$ cat config.mk
export PLATFORM = sky130hd
export DESIGN_NAME = bounded_sorted_priority_queue_core
export DESIGN_NICKNAME = d
export VERILOG_FILES = /design/src/rtl/bspq_pkg.sv /design/src/rtl/bounded_sorted_priority_queue_core.sv
export SDC_FILE = /design/constraint.sdc
export NUM_CORES = 1
export LEC_CHECK = 0
export BUFFER_PORTS_ARGS = -buffer_cell sky130_fd_sc_hd__buf_2
export CAP_MARGIN = 20
export CORE_MARGIN = 4
export CORE_UTILIZATION = 25
export DETAILED_ROUTE_END_ITERATION = 8
export PLACE_DENSITY_LB_ADDON = 0.12
export SLEW_MARGIN = 20
export SYNTH_ARGS = -nofsm -noshare
export SYNTH_HDL_FRONTEND = slang
export SYNTH_SLANG_ARGS = --single-unit
$ cat constraint.sdc
create_clock -name clk -period 9.66 [get_ports clk]
set_input_delay 0.966 -clock clk [delete_from_list [all_inputs] [get_ports clk]]
set_output_delay 0.966 -clock clk [all_outputs]
set_load 0.02 [all_outputs]
$ cat src/rtl/bspq_pkg.sv
// ----------------------------------------------------------------------------
// bspq_pkg
// Shared types and constants for the bounded sorted priority queue.
// ----------------------------------------------------------------------------
package bspq_pkg;

  // storage geometry
  localparam int DEPTH = 16;
  localparam int IDX_W = $clog2(DEPTH);
  localparam int CNT_W = $clog2(DEPTH + 1);
  localparam int KEY_W = 32;
  localparam int PAY_W = 32;

  // stream payload widths (whole bytes)
  localparam int IN_DATA_W  = 72;
  localparam int OUT_DATA_W = 80;

  // request codes
  typedef enum logic [2:0] {
    REQ_INSERT = 3'd0,
    REQ_REMOVE = 3'd1,
    REQ_FIND   = 3'd2,
    REQ_READ   = 3'd3,
    REQ_CLEAR  = 3'd4
  } req_t;

  // result status codes
  typedef enum logic [1:0] {
    STS_OK       = 2'd0,
    STS_DROPPED  = 2'd1,
    STS_NOTFOUND = 2'd2,
    STS_BADPOS   = 2'd3
  } status_t;

  // register index of capacity
  localparam logic REG_CAPACITY = 1'b0;

  // capacity as used: zero acts as one, anything above the depth as the depth
  function automatic logic [CNT_W-1:0] eff_cap(input logic [CNT_W-1:0] cap);
    logic [CNT_W-1:0] res;
    if (cap == '0) begin
      res = CNT_W'(1);
    end else if (cap > CNT_W'(DEPTH)) begin
      res = CNT_W'(DEPTH);
    end else begin
      res = cap;
    end
    return res;
  endfunction

endpackage

$ cat src/rtl/bounded_sorted_priority_queue_core.sv
// ----------------------------------------------------------------------------
// bounded_sorted_priority_queue_core
// Up to sixteen key/payload entries kept in ascending key order, served by a
// small sequencer around one key comparator, one read port and one write port.
// ----------------------------------------------------------------------------
// Each request gives one result. A request is taken while the block is idle;
// its result is moved from the pending-result registers into the output
// register in the response state once that register is free. The sequencer
// walks the entries one place per cycle through the shared comparator and
// the read and write ports: insert moves stored entries with larger keys up
// one place, remove moves later entries down, find searches up to the place
// found (or the entry count when absent); read, clear and unknown requests go
// straight to the response state. The next request is taken in the cycle
// after the output register is loaded, even while the result waits. The user
// must write capacity only while the block is idle; it is not enforced.
// ----------------------------------------------------------------------------
module bounded_sorted_priority_queue_core
  import bspq_pkg::*;
(
  input  logic                  clk,
  input  logic                  rst_n,
  // request channel
  input  logic                  in_tvalid,
  output logic                  in_tready,
  // key_in[31:0], payload_in[63:32], position_in[67:64], zero fill above
  input  logic [IN_DATA_W-1:0]  in_tdata,
  // req_type[2:0]
  input  logic [2:0]            in_tuser,
  // result channel
  output logic                  out_tvalid,
  input  logic                  out_tready,
  // position_out[3:0], key_out[35:4], payload_out[67:36], count_out[72:68],
  // zero fill above
  output logic [OUT_DATA_W-1:0] out_tdata,
  // status[1:0]
  output logic [1:0]            out_tuser,
  // configuration port
  input  logic                  cfg_psel,
  input  logic                  cfg_penable,
  input  logic                  cfg_pwrite,
  input  logic [2:0]            cfg_paddr,
  input  logic [31:0]           cfg_pwdata,
  output logic [31:0]           cfg_prdata,
  output logic                  cfg_pready
);

  typedef enum logic [4:0] {
    ST_IDLE = 5'b00001,
    ST_INS  = 5'b00010,
    ST_REM  = 5'b00100,
    ST_FIND = 5'b01000,
    ST_RESP = 5'b10000
  } state_t;

  // entry storage
  logic [KEY_W-1:0] keys_r [DEPTH];
  logic [PAY_W-1:0] pays_r [DEPTH];

  // control
  state_t           state_r, state_nxt;
  logic [CNT_W-1:0] count_r, count_nxt;
  logic [CNT_W-1:0] cap_r, cap_nxt;
  logic [CNT_W-1:0] idx_r, idx_nxt;
  logic             drop_r, drop_nxt;

  // latched request
  logic [KEY_W-1:0] key_r, key_nxt;
  logic [PAY_W-1:0] pay_r, pay_nxt;

  // pending result
  status_t          res_status_r, res_status_nxt;
  logic [IDX_W-1:0] res_pos_r, res_pos_nxt;
  logic [KEY_W-1:0] res_key_r, res_key_nxt;
  logic [PAY_W-1:0] res_pay_r, res_pay_nxt;

  // output register
  logic             out_valid_r, out_valid_nxt;
  status_t          out_status_r, out_status_nxt;
  logic [IDX_W-1:0] out_pos_r, out_pos_nxt;
  logic [KEY_W-1:0] out_key_r, out_key_nxt;
  logic [PAY_W-1:0] out_pay_r, out_pay_nxt;
  logic [CNT_W-1:0] out_count_r, out_count_nxt;

  // unpacked request fields
  logic [KEY_W-1:0] in_key;
  logic [PAY_W-1:0] in_pay;
  logic [IDX_W-1:0] in_pos;
  req_t             in_req;

  // shared read port, comparator and write port
  logic [IDX_W-1:0] rd_addr;
  logic [KEY_W-1:0] rd_key;
  logic [PAY_W-1:0] rd_pay;
  logic             cmp_gt;
  logic             cmp_eq;
  logic             wr_en;
  logic [IDX_W-1:0] wr_addr;
  logic [KEY_W-1:0] wr_key;
  logic [PAY_W-1:0] wr_pay;

  logic             in_acc;
  logic             cfg_wr;
  logic [CNT_W-1:0] cap_eff;
  logic [CNT_W-1:0] cap_new;

  assign in_key = in_tdata[31:0];
  assign in_pay = in_tdata[63:32];
  assign in_pos = in_tdata[67:64];
  assign in_req = req_t'(in_tuser);

  assign in_tready = (state_r == ST_IDLE);
  assign in_acc    = in_tvalid && in_tready;

  // configuration port
  assign cfg_pready = 1'b1;
  assign cfg_wr     = cfg_psel && cfg_penable && cfg_pwrite && cfg_pready &&
                      (cfg_paddr[2] == REG_CAPACITY);
  assign cfg_prdata = (cfg_paddr[2] == REG_CAPACITY) ? {{(32-CNT_W){1'b0}}, cap_r} : '0;
  assign cap_eff    = eff_cap(cap_r);
  assign cap_new    = eff_cap(cfg_pwdata[CNT_W-1:0]);

  // read address follows the sequencer step
  always_comb begin
    unique case (state_r)
      ST_INS:  rd_addr = IDX_W'(idx_r - CNT_W'(1));
      ST_REM:  rd_addr = IDX_W'(idx_r + CNT_W'(1));
      ST_FIND: rd_addr = idx_r[IDX_W-1:0];
      default: rd_addr = in_pos;
    endcase
  end

  assign rd_key = keys_r[rd_addr];
  assign rd_pay = pays_r[rd_addr];

  // shared key comparator
  assign cmp_gt = (rd_key > key_r);
  assign cmp_eq = (rd_key == key_r);

  // sequencer
  always_comb begin
    state_nxt      = state_r;
    count_nxt      = count_r;
    cap_nxt        = cap_r;
    idx_nxt        = idx_r;
    drop_nxt       = drop_r;
    key_nxt        = key_r;
    pay_nxt        = pay_r;
    res_status_nxt = res_status_r;
    res_pos_nxt    = res_pos_r;
    res_key_nxt    = res_key_r;
    res_pay_nxt    = res_pay_r;
    out_valid_nxt  = out_valid_r && !out_tready;
    out_status_nxt = out_status_r;
    out_pos_nxt    = out_pos_r;
    out_key_nxt    = out_key_r;
    out_pay_nxt    = out_pay_r;
    out_count_nxt  = out_count_r;
    wr_en          = 1'b0;
    wr_addr        = idx_r[IDX_W-1:0];
    wr_key         = rd_key;
    wr_pay         = rd_pay;

    unique case (state_r)
      ST_IDLE: begin
        if (in_acc) begin
          key_nxt        = in_key;
          pay_nxt        = in_pay;
          res_status_nxt = STS_OK;
          res_pos_nxt    = '0;
          res_key_nxt    = '0;
          res_pay_nxt    = '0;
          state_nxt      = ST_RESP;
          unique case (in_req)
            REQ_INSERT: begin
              drop_nxt  = (count_r >= cap_eff);
              idx_nxt   = (count_r >= cap_eff) ? cap_eff - CNT_W'(1) : count_r;
              state_nxt = ST_INS;
            end
            REQ_REMOVE: begin
              if ({1'b0, in_pos} >= count_r) begin
                res_status_nxt = STS_BADPOS;
              end else begin
                idx_nxt   = {1'b0, in_pos};
                state_nxt = ST_REM;
              end
            end
            REQ_FIND: begin
              idx_nxt   = '0;
              state_nxt = ST_FIND;
            end
            REQ_READ: begin
              if ({1'b0, in_pos} >= count_r) begin
                res_status_nxt = STS_BADPOS;
              end else begin
                res_pos_nxt = in_pos;
                res_key_nxt = rd_key;
                res_pay_nxt = rd_pay;
              end
            end
            REQ_CLEAR: begin
              count_nxt = '0;
            end
            default: begin
            end
          endcase
        end
      end

      // walk down from the top, moving larger keys up one place
      ST_INS: begin
        wr_en = 1'b1;
        if ((idx_r != '0) && cmp_gt) begin
          idx_nxt = idx_r - CNT_W'(1);
        end else begin
          wr_key         = key_r;
          wr_pay         = pay_r;
          res_pos_nxt    = idx_r[IDX_W-1:0];
          res_status_nxt = drop_r ? STS_DROPPED : STS_OK;
          if (!drop_r) begin
            count_nxt = count_r + CNT_W'(1);
          end
          state_nxt = ST_RESP;
        end
      end

      // move later entries down one place
      ST_REM: begin
        if ((idx_r + CNT_W'(1)) < count_r) begin
          wr_en   = 1'b1;
          idx_nxt = idx_r + CNT_W'(1);
        end else begin
          count_nxt = count_r - CNT_W'(1);
          state_nxt = ST_RESP;
        end
      end

      // linear search from the smallest key
      ST_FIND: begin
        if (idx_r < count_r) begin
          if (cmp_eq) begin
            res_pos_nxt = idx_r[IDX_W-1:0];
            res_key_nxt = rd_key;
            res_pay_nxt = rd_pay;
            state_nxt   = ST_RESP;
          end else begin
            idx_nxt = idx_r + CNT_W'(1);
          end
        end else begin
          res_status_nxt = STS_NOTFOUND;
          state_nxt      = ST_RESP;
        end
      end

      // hand the result to the output register once it is free
      ST_RESP: begin
        if (!out_valid_r || out_tready) begin
          out_valid_nxt  = 1'b1;
          out_status_nxt = res_status_r;
          out_pos_nxt    = res_pos_r;
          out_key_nxt    = res_key_r;
          out_pay_nxt    = res_pay_r;
          out_count_nxt  = count_r;
          state_nxt      = ST_IDLE;
        end
      end

      default: begin
        state_nxt = ST_IDLE;
      end
    endcase

    // capacity write clamps the count
    if (cfg_wr) begin
      cap_nxt = cfg_pwdata[CNT_W-1:0];
      if (count_r > cap_new) begin
        count_nxt = cap_new;
      end
    end
  end

  // control registers
  always_ff @(posedge clk) begin
    if (!rst_n) begin
      state_r     <= ST_IDLE;
      count_r     <= '0;
      cap_r       <= CNT_W'(DEPTH);
      out_valid_r <= 1'b0;
    end else begin
      state_r     <= state_nxt;
      count_r     <= count_nxt;
      cap_r       <= cap_nxt;
      out_valid_r <= out_valid_nxt;
    end
  end

  // datapath registers
  always_ff @(posedge clk) begin
    idx_r        <= idx_nxt;
    drop_r       <= drop_nxt;
    key_r        <= key_nxt;
    pay_r        <= pay_nxt;
    res_status_r <= res_status_nxt;
    res_pos_r    <= res_pos_nxt;
    res_key_r    <= res_key_nxt;
    res_pay_r    <= res_pay_nxt;
    out_status_r <= out_status_nxt;
    out_pos_r    <= out_pos_nxt;
    out_key_r    <= out_key_nxt;
    out_pay_r    <= out_pay_nxt;
    out_count_r  <= out_count_nxt;
  end

  // entry write port
  always_ff @(posedge clk) begin
    if (wr_en) begin
      keys_r[wr_addr] <= wr_key;
      pays_r[wr_addr] <= wr_pay;
    end
  end

  // result packing
  assign out_tvalid = out_valid_r;
  assign out_tuser  = out_status_r;
  assign out_tdata  = {{(OUT_DATA_W-IDX_W-KEY_W-PAY_W-CNT_W){1'b0}},
                       out_count_r, out_pay_r, out_key_r, out_pos_r};

endmodule

# [Word level (Yosys, flattened, before mapping)]
# Memories as Yosys holds them, arrays and structs flattened.
# Index checks and enable logic that the tools add are counted.
[word_totals] wordCells=149 ram_bits=1024 register_bits=231 in_bits=117 n_memories=2 output_inout_bits=117
[classes] reduce_logical=25 eq_ne=23 n_bitwise=1 magnitude_cmp=8 addsub=5 mux=68
[mem_list] name="keys_r" depth=16 word_bits=32 rd=1 rd_clocked_by_memory_dff=0 wr=1 line="bounded_sorted_priority_queue_core.sv:56" source="logic [KEY_W-1:0] keys_r [DEPTH];"
[mem_list] name="pays_r" depth=16 word_bits=32 rd=1 rd_clocked_by_memory_dff=0 wr=1 line="bounded_sorted_priority_queue_core.sv:57" source="logic [PAY_W-1:0] pays_r [DEPTH];"
[op_table] operator="$mux 32" count=14
[op_table] operator="$mux 5" count=26
[op_table] operator="$pmux 32 s2" count=2
[op_table] operator="$pmux 5 s3" count=3
[op_table] operator="$eq 32x32->1" count=1
[op_table] operator="$gt 32x32->1" count=1
[op_table] operator="$pmux 5 s5" count=1
[op_table] operator="$mux 4" count=6
[op_table] operator="$pmux 4 s3" count=2
[op_table] operator="$pmux 5 s4" count=1
[op_table] operator="$ne 2x2->1 const B" count=9
[op_table] operator="$sub 5x1->5 const B" count=3
[op_table] operator="$add 5x1->5 const B" count=2
[op_table] operator="$gt 5x5->1 const B" count=2
[op_table] operator="$logic_not 5->1" count=2
[op_table] operator="$lt 5x5->1" count=2
[op_table] operator="$mux 2" count=5
[op_table] operator="$reduce_and 5->1" count=2
[op_table] operator="$reduce_and 4->1" count=2
[op_table] operator="$reduce_and 8->1" count=1
[op_table] operator="$eq 3x2->1 const B" count=2
[op_table] operator="$logic_and 1x1->1" count=6
[op_table] operator="$mux 1" count=6
[op_table] operator="$ne 3x3->1 const B" count=2
[op_table] operator="other kinds (25)" count=27

# [Logic depth before layout (Yosys ltp)]
# Gate-level depths: netlist of the first run.
# An unclocked memory read counts as a cell.
[logic_depth] ltp_word=9 mapped_depth=22 mapped_depth_nobuf=17

# [Least setup slack after synthesis of the first run]
# No wires, ideal clock.
[synth_path] kind="register to register" startpoint="reg idx_r[0]" endpoint="reg res_key_r[0], enable pin" slack_ps=2262 setup_ps=507 required_ps=9153 path_buffers=3 synth_period_minus_slack_ps=7398 t_arrival_ps=6891 stages_incl_launch_ff=19 cell_sequence="edfxtp_1 > clkbuf_1 > inv_1 > ha_1 > nor4bb_1 > a211oi_1 > a2bb2oi_1 > buf_2 > buf_1 > a21oi_1 > a22oi_1 > a22oi_1 > nand2_1 > ha_1 > nand4_1 > nor4_1 > and2_1 > nand2_1 > a21oi_1"
[synth_via] elab_chain_cells=6 word_cells_on_any_way=9 cone_classes="add/sub (2); order compare (1); eq/ne (3); mux (1); reduce/logical (1); memory (1)"
[synth_rtl] item="start, declared" line="bounded_sorted_priority_queue_core.sv:63" source="logic [CNT_W-1:0] idx_r, idx_nxt;"
[synth_rtl] item="start signal, assigned" line="bounded_sorted_priority_queue_core.sv:298" source="idx_r <= idx_nxt;"
[synth_rtl] item="$add 5x1->5 / $sub 5x1->5 (equally long branches)"
[synth_rtl] item="$pmux 4 s3" line="bounded_sorted_priority_queue_core.sv:124" source="unique case (state_r)"
[synth_rtl] item="$mem_v2 16x32"
[synth_rtl] item="$eq 32x32->1" line="bounded_sorted_priority_queue_core.sv:137" source="assign cmp_eq = (rd_key == key_r);"
[synth_rtl] item="$ne 2x2->1 (no source line)"
[synth_rtl] item="$reduce_and 4->1 (no source line) (*)"
[synth_rtl] item="end signal, assigned" line="bounded_sorted_priority_queue_core.sv:304" source="res_key_r <= res_key_nxt;"
[synth_rtl] item="end, declared" line="bounded_sorted_priority_queue_core.sv:73" source="logic [KEY_W-1:0] res_key_r, res_key_nxt;"
# Every way passes the cells marked *; elsewhere a longest branch is shown, timed or not.
# A chain may end at the register's enable or synchronous reset.

# [Worst setup path after layout of the first run]
[layout_path] startpoint="reg idx_r[0]" endpoint="mem pays_r[3][12], data pin"
[layout_via] elab_chain_cells=7 word_cells_on_any_way=10 cone_classes="add/sub (2); order compare (1); mux (3); reduce/logical (2); memory (2)"
[layout_rtl] item="$add 5x1->5 / $sub 5x1->5 (equally long branches)"
[layout_rtl] item="$pmux 4 s3" line="bounded_sorted_priority_queue_core.sv:124"
[layout_rtl] item="$mem_v2 16x32"
[layout_rtl] item="$gt 32x32->1" line="bounded_sorted_priority_queue_core.sv:136" source="assign cmp_gt = (rd_key > key_r);"
[layout_rtl] item="$logic_and 1x1->1" line="bounded_sorted_priority_queue_core.sv:212" source="if ((idx_r != '0) && cmp_gt) begin"
[layout_rtl] item="$mux 32" line="bounded_sorted_priority_queue_core.sv:212"
[layout_rtl] item="$mux 32 (*)" line="bounded_sorted_priority_queue_core.sv:163" source="unique case (state_r)"
[layout_rtl] item="named net wr_pay[12]" line="bounded_sorted_priority_queue_core.sv:99" source="logic [PAY_W-1:0] wr_pay;"
[layout_rtl] item="end, declared" line="bounded_sorted_priority_queue_core.sv:57"
# The timed path passes the listed nets; every way through them passes the cells marked *.

==> impl_metrics.csv, run 1 <==
group,metric,value,unit
global_routing,grt_pass1_wl,232000,microns
global_routing,met1_usage,20.9,%
flow_run,maxCapViolCount,0,
yosys,synth-seq-area-share,74.4,%
placed_design,dpl-instance-area,54700,sq um
cells_and_area,syn_to_final_growth,17.5,%
power_and_ir_drop,p_leak,20.4,nW
sta,worst_pin_slew,1.03,ns
floorplan,die_h,457,microns
clock_tree,clk_latency,0.79,ns
clock_tree,hold_buffers,0,
route,vias,31200,
sta,post-route-period-util,74.6,%
worst_setup_path,endpoint_kind,"flop",
yosys,synth.distinct_cells,71,
route,ant_nets,0,
placed_design,io_buffers,165,
floorplan,die_area,209000,sq um
yosys,yosys_warnings,0,
route,drc,0,
power_and_ir_drop,power.density,222,nW/um^2
clock_tree,clk_pin_slew,0.06,ns
power_and_ir_drop,power,13.2,mW
yosys,syn_inst,3662,
floorplan,die_w,457,microns
clock_tree,cts_max_path_buffers,3,
yosys,synth_flop_cell,"edfxtp_1",
cells_and_area,fin_area,59300,sq um
sta,grt_setup_unrepaired,"no",
route,drt_iter0_drc,2445,
clock_tree,cts-resized-gates,0,
yosys,synth_area_leader_cell,"edfxtp_1",
floorplan,floorplan.initialDensity,25.2,%
sta,slew_headroom,31.1,%
sta,clock.fmax,139,MHz
worst_setup_path,required,10.29,ns
sta,min_period,7.21,ns
cells_and_area,nets,4034,
sta,fin_skew,0.0341,ns
route,drt-vias-per-instance,4.71,
yosys,syn_avg_cell_area,13.8,sq um
yosys,async_flop_share,0,%
clock_tree,numCtsBuffers,149,
clock_tree,cts_tree,"yes",
floorplan,num_rows,164,
global_routing,gr-usage-met2,24.8,%
placed_design,hpwlAfterDp,84700,microns
floorplan,ios,234,
route,drt-pass1-iter-count,5,
power_and_ir_drop,ir_worst_vdd,199,uV
sta,hold_viol_final,0,
global_routing,top_usage_layer,"met2",
worst_setup_path,critPathLaunchType,"flop",
global_routing,met3_usage,2.51,%
floorplan,core-area,200000,sq um
yosys,ys_ff_latch,1255,
clock_tree,cts_root_buffer,"clkbuf_16",
route,wl,162000,microns
clock_tree,post-cts-setup-buffers,0,
global_routing,grtUsageTotal,15.2,%
sta,drv_slew,0,
global_routing,grt_max_degree,173,
yosys,synth_top_area_share,73.8,%
cells_and_area,drive_gt1_share,13.2,%
yosys,synth_commonest_cells,"1,239 x edfxtp_1, 664 x a21oi_1, 639 x nand2_1",
outcome,status,"completed",
global_routing,first_global_vias,31200,
route,post_drt_wl_per_cell,24.5,microns
sta,finalSetupViolCount,0,
worst_setup_path,crit_fanout,54,
yosys,yosys-top-cells-area,"edfxtp_1 74%, a21oi_1 6.6%, a22oi_1 4.8%, nand2_1 4.8%, ha_1 1.5%",
sta,finalSetupTns,0,ns
worst_setup_path,arrival,7.84,ns
worst_setup_path,crit_type,"reg -> reg",
yosys,synthesis.area,50400,sq um
yosys,synth_edf_count,1239,
global_routing,grt_overflow,0,
clock_tree,cts_sinks,1255,
global_routing,antenna_found_initial,8,
worst_hold_path,min_path_type,"in -> reg",
clock_tree,htree_levels,4,
placed_design,gp_congestion,0.724,
yosys,synth_most_common_cell,"edfxtp_1",
flip-flops by register name, summed over array words and instances, names as in the netlist, 32 cells and up:
signal	flops
pays_r	512
key_r	32
out_key_r	32
res_key_r	32
out_pay_r	32
keys_r	512
res_pay_r	32
pay_r	32
power breakdown:
group	leakage, nW	internal (mW)	switching, mW
Combinational	6.79	0.389	1.02
Clock	2.20	3.08	2.26
Sequential	11.4	6.33	0.0928
worst paths after layout:
kind	from	depth (start not counted)	end	slack [ns]
min reg2reg	res_key_r[17]$_DFFE_PP_	0	out_key_r[17]$_DFFE_PP_	0.41
max	idx_r[0]$_DFFE_PP_	21	pays_r[3][12]$_DFFE_PP_	2.45
min	in_tdata[21]	1	key_r[21]$_DFFE_PP_	0.35
max reg2reg	idx_r[0]$_DFFE_PP_	21	pays_r[3][12]$_DFFE_PP_	2.45
final cells by class:
type                    count  area, sq um
fillers                 20400       141000
flip-flops and latches   1255        37500
multi-input cells        2122        11800
clock buffers             194         3980
well taps                2656         3320
repair buffers            275         1860
clock inverters            69          541
inverters                  52          195
diodes                      1         2.50
routing by layer:
metal  part of all wire, %  vias to the layer above
met1                    46                    16000
met2                    47                      712
met4                   2.4                        0
met5                     0                        -
li1                      -                    14300
met3                   4.1                      202
stage by stage:
stage | hold slack, ns | instances | worst slack (ns) | util [%]
2_1_floorplan | 0.400 | 3695 | 2.26 | -
3_3_place_gp | 0.401 | 6356 | 2.20 | 27.2
3_5_place_dp | 0.405 | 6359 | 2.37 | 27.3
4_1_cts | 0.265 | 6622 | 2.36 | 29.6
5_1_grt | 0.292 | 6624 | 1.92 | 29.6
6_report | 0.351 | 6624 | 2.45 | 29.6
logic make-up after synthesis:
group / count (synthesis) / share of synthesized area (%)
AND/OR/NAND/NOR: 848 / 6.89
buffers and inverters: 318 / 3.00
other: 2 / 0.0149
adder cells (fa/ha/maj): 62 / 1.54
multiplexers: 9 / 0.181
AO/OA/AOI/OAI: 1156 / 13.8
XOR/XNOR: 12 / 0.208
flip-flops: 1255 / 74.4
worst max-delay path, stage by stage, from the launching register on:
cell and delay, ns:
edfxtp_1 0.70, inv_1 0.19, ha_1 0.41, nor4bb_1 0.17, a211oi_1 0.63, o2bb2ai_4 0.32, buf_4 0.37, a21oi_1 0.18
a22oi_1 0.09, a22oi_1 0.30, nand2_1 0.13, ha_1 0.33, nand4_1 0.29, nor4_1 0.36, buf_4 0.21, or3b_2 0.52
o211ai_1 0.19, buf_4 0.21, buf_12 0.31, nor2_1 0.19, a31oi_1 0.52, buf_4 0.28
cell usage in the layout, fill, tap and decap left out, types with 35 or more instances in the layout:
| master | instances |
|---|---|
| inv_1 | 50 |
| a31oi_1 | 44 |
| clkbuf_1 | 41 |
| nor2_1 | 98 |
| clkbuf_16 | 153 |
| a22oi_1 | 320 |
| conb_1 | 35 |
| ha_1 | 62 |
| a21oi_1 | 663 |
| buf_2 | 165 |
| buf_4 | 94 |
| clkinv_1 | 40 |
| nand2_1 | 639 |
| edfxtp_1 | 1239 |
No activity file was read; power rests on OpenSTA's default activity.
==> run 2: changes to the inputs <==
==> constraint.sdc (replaced) <==
create_clock -name clk -period 7 [get_ports clk]
set_input_delay 0.7 -clock clk [delete_from_list [all_inputs] [get_ports clk]]
set_output_delay 0.7 -clock clk [all_outputs]
set_load 0.02 [all_outputs]
==> run 2 against run 1 <==
Power up 40%. First-iteration DRC count down 12%. Critical path depth up 3. Via count up 0.27%. Worst setup slack worse by 1.6 ns. Sequential share of layout area down 0.90 points. Global-route usage down 0.17 points. Register-to-register slack worse by 1.6 ns. Critical path type unchanged. Largest cell class unchanged. Largest power group unchanged. Highest routed layer unchanged.
==> impl_metrics.csv, run 2 (same netlist as run 1, synthesis figures left out) <==
group,metric,value,unit
outcome,status,"completed",
cells_and_area,nets,4115,
floorplan,die_w,457,microns
floorplan,floorplan.initialDensity,25.2,%
power_and_ir_drop,power,18.5,mW
sta,final.setup.worst_slack,0.803,ns
global_routing,grt_max_degree,152,
route,post_drt_wl_per_cell,23.9,microns
global_routing,first_global_vias,31300,
clock_tree,cts_sinks,1255,
global_routing,grtUsageTotal,15.0,%
worst_setup_path,required,7.63,ns
route,drt_iter0_drc,2142,
worst_hold_path,min_path_cells,1,
worst_setup_path,reg2reg_from,"idx_r[0]$_DFFE_PP_",
worst_setup_path,r2r-end,"pays_r[10][5]$_DFFE_PP_",
power_and_ir_drop,p_leak,20.9,nW
sta,post-route-period-util,88.5,%
clock_tree,htree_levels,4,
clock_tree,cts_max_path_buffers,3,
floorplan,die_area,209000,sq um
worst_hold_path,min_path_type,"in -> reg",
worst_hold_path,min_from,"in_tdata[49]",
cells_and_area,final_common_cell,"edfxtp_1",
floorplan,num_rows,164,
clock_tree,cts_root_buffer,"clkbuf_16",
clock_tree,clk_pin_slew,0.06,ns
worst_hold_path,min_to,"pay_r[17]$_DFFE_PP_",
sta,grt_setup_unrepaired,"no",
global_routing,met3_usage,2.56,%
power_and_ir_drop,ir_worst_vdd,242,uV
cells_and_area,top_regs,"keys_r (512), pays_r (512)",
sta,fin_skew,0.0517,ns
clock_tree,clk_latency,0.80,ns
route,ant_nets,0,
sta,finalSetupTns,0,ns
global_routing,antenna_found_initial,3,
clock_tree,numCtsBuffers,151,
worst_setup_path,endpoint_kind,"flop",
sta,finalSetupViolCount,0,
global_routing,grt_pass1_wl,230000,microns
flow_run,maxCapViolCount,0,
clock_tree,cts_tree,"yes",
clock_tree,post-cts-setup-buffers,0,
route,drc,0,
global_routing,gr-usage-met2,24.6,%
worst_setup_path,r2r_slack,0.80,ns
sta,clock.fmax,161,MHz
worst_setup_path,critPathLaunchType,"flop",
route,drt-vias-per-instance,4.66,
cells_and_area,final_cell_mix,"1,239 x edfxtp_1, 663 x a21oi_1, 639 x nand2_1",
floorplan,ios,234,
worst_setup_path,reg2reg_depth,24,
sta,slew_headroom,30.7,%
sta,worst_pin_slew,1.04,ns
floorplan,die_h,457,microns
worst_setup_path,crit_fanout,60,
floorplan,core-area,200000,sq um
cells_and_area,drive_gt1_share,14.4,%
route,vias,31300,
placed_design,place_ws,0.860,ns
route,wl,160000,microns
sta,hold_viol_final,0,
cells_and_area,syn_to_final_growth,19.2,%
placed_design,hpwlAfterDp,86600,microns
worst_setup_path,crit_type,"reg -> reg",
placed_design,gp_congestion,0.743,
global_routing,top_usage_layer,"met2",
global_routing,grt_overflow,0,
worst_setup_path,arrival,6.83,ns
global_routing,met1_usage,20.7,%
route,drt-pass1-iter-count,5,
sta,drv_slew,0,
sta,min_period,6.20,ns
power_and_ir_drop,power.density,308,nW/um^2
placed_design,io_buffers,165,
[run 2: metal layers]
layer	wire length [microns]	up-vias
met1	75000	16000
li1	-	14400
met4	3440	0
met5	0	-
met2	75900	640
met3	6190	189
[run 2: per-stage QoR]
stage	instance area (sq um)	utilization, %	hold WS (ns)	instances
after global routing	60100	30.0	0.0137	6704
after CTS	60100	30.0	0.00500	6703
final	60100	30.0	0.0824	6704
after detailed placement	55300	27.6	0.405	6436
after global placement	55300	27.6	0.404	6436
after floorplan	50600	-	0.400	3695
[run 2: worst max-delay path, stage by stage (launching register included)]
cell and delay [ns]:
edfxtp_1 0.34, inv_1 0.09, ha_1 0.44, nor4bb_1 0.32
a211oi_1 0.08, buf_4 0.17, o2bb2ai_4 0.34, buf_4 0.32
buf_4 0.76, a21oi_1 0.08, a22oi_1 0.25, a22oi_1 0.16
and2_1 0.19, ha_1 0.18, nor2b_1 0.11, o211ai_1 0.16
a2111oi_0 0.42, nor4_1 0.11, buf_4 0.18, o211ai_1 0.28
buf_12 0.23, buf_12 0.22, nor2_1 0.06, a31oi_1 0.22
buf_4 0.22
[run 2: area by class of cell]
class | count | area (sq um)
tap | 2656 | 3320
sequential | 1255 | 37500
inverter | 52 | 195
fill | 20300 | 140000
clock buffer | 198 | 4040
clock inverter | 66 | 711
antenna | 1 | 2.50
timing repair buffer | 354 | 2670
multi-input combinational | 2122 | 11700
[run 2: repair_timing]
action | 4_1_cts | 5_1_grt
resized for setup | 0 | 0
hold buffers | 3 | 0
endpoints found under the hold margin | 3 | 0
[run 2: worst max path at each step]
| stage | slack, ns | endpoint | from |
|---|---|---|---|
| 6_report | 0.80 | pays_r[10][5]$_DFFE_PP_ | idx_r[0]$_DFFE_PP_ |
| 5_1_grt | 0.27 | pays_r[13][10]$_DFFE_PP_ | idx_r[0]$_DFFE_PP_ |
| 4_1_cts | 0.76 | pays_r[13][10]$_DFFE_PP_ | idx_r[0]$_DFFE_PP_ |
| 3_5_place_dp | 0.86 | pays_r[10][5]$_DFFE_PP_ | idx_r[0]$_DFFE_PP_ |
| 3_3_place_gp | 0.82 | keys_r[1][8]$_DFFE_PP_ | idx_r[0]$_DFFE_PP_ |
| 2_1_floorplan | 1.03 | res_key_r[0]$_DFFE_PP_ | idx_r[0]$_DFFE_PP_ |
[run 2: report_power, final]
part           switching (mW)  internal (mW)  total [mW]
Clock                    3.17           4.47        7.65
Sequential              0.104           8.73        8.84
Combinational            1.40          0.601        2.00
Total                    4.68           13.8        18.5
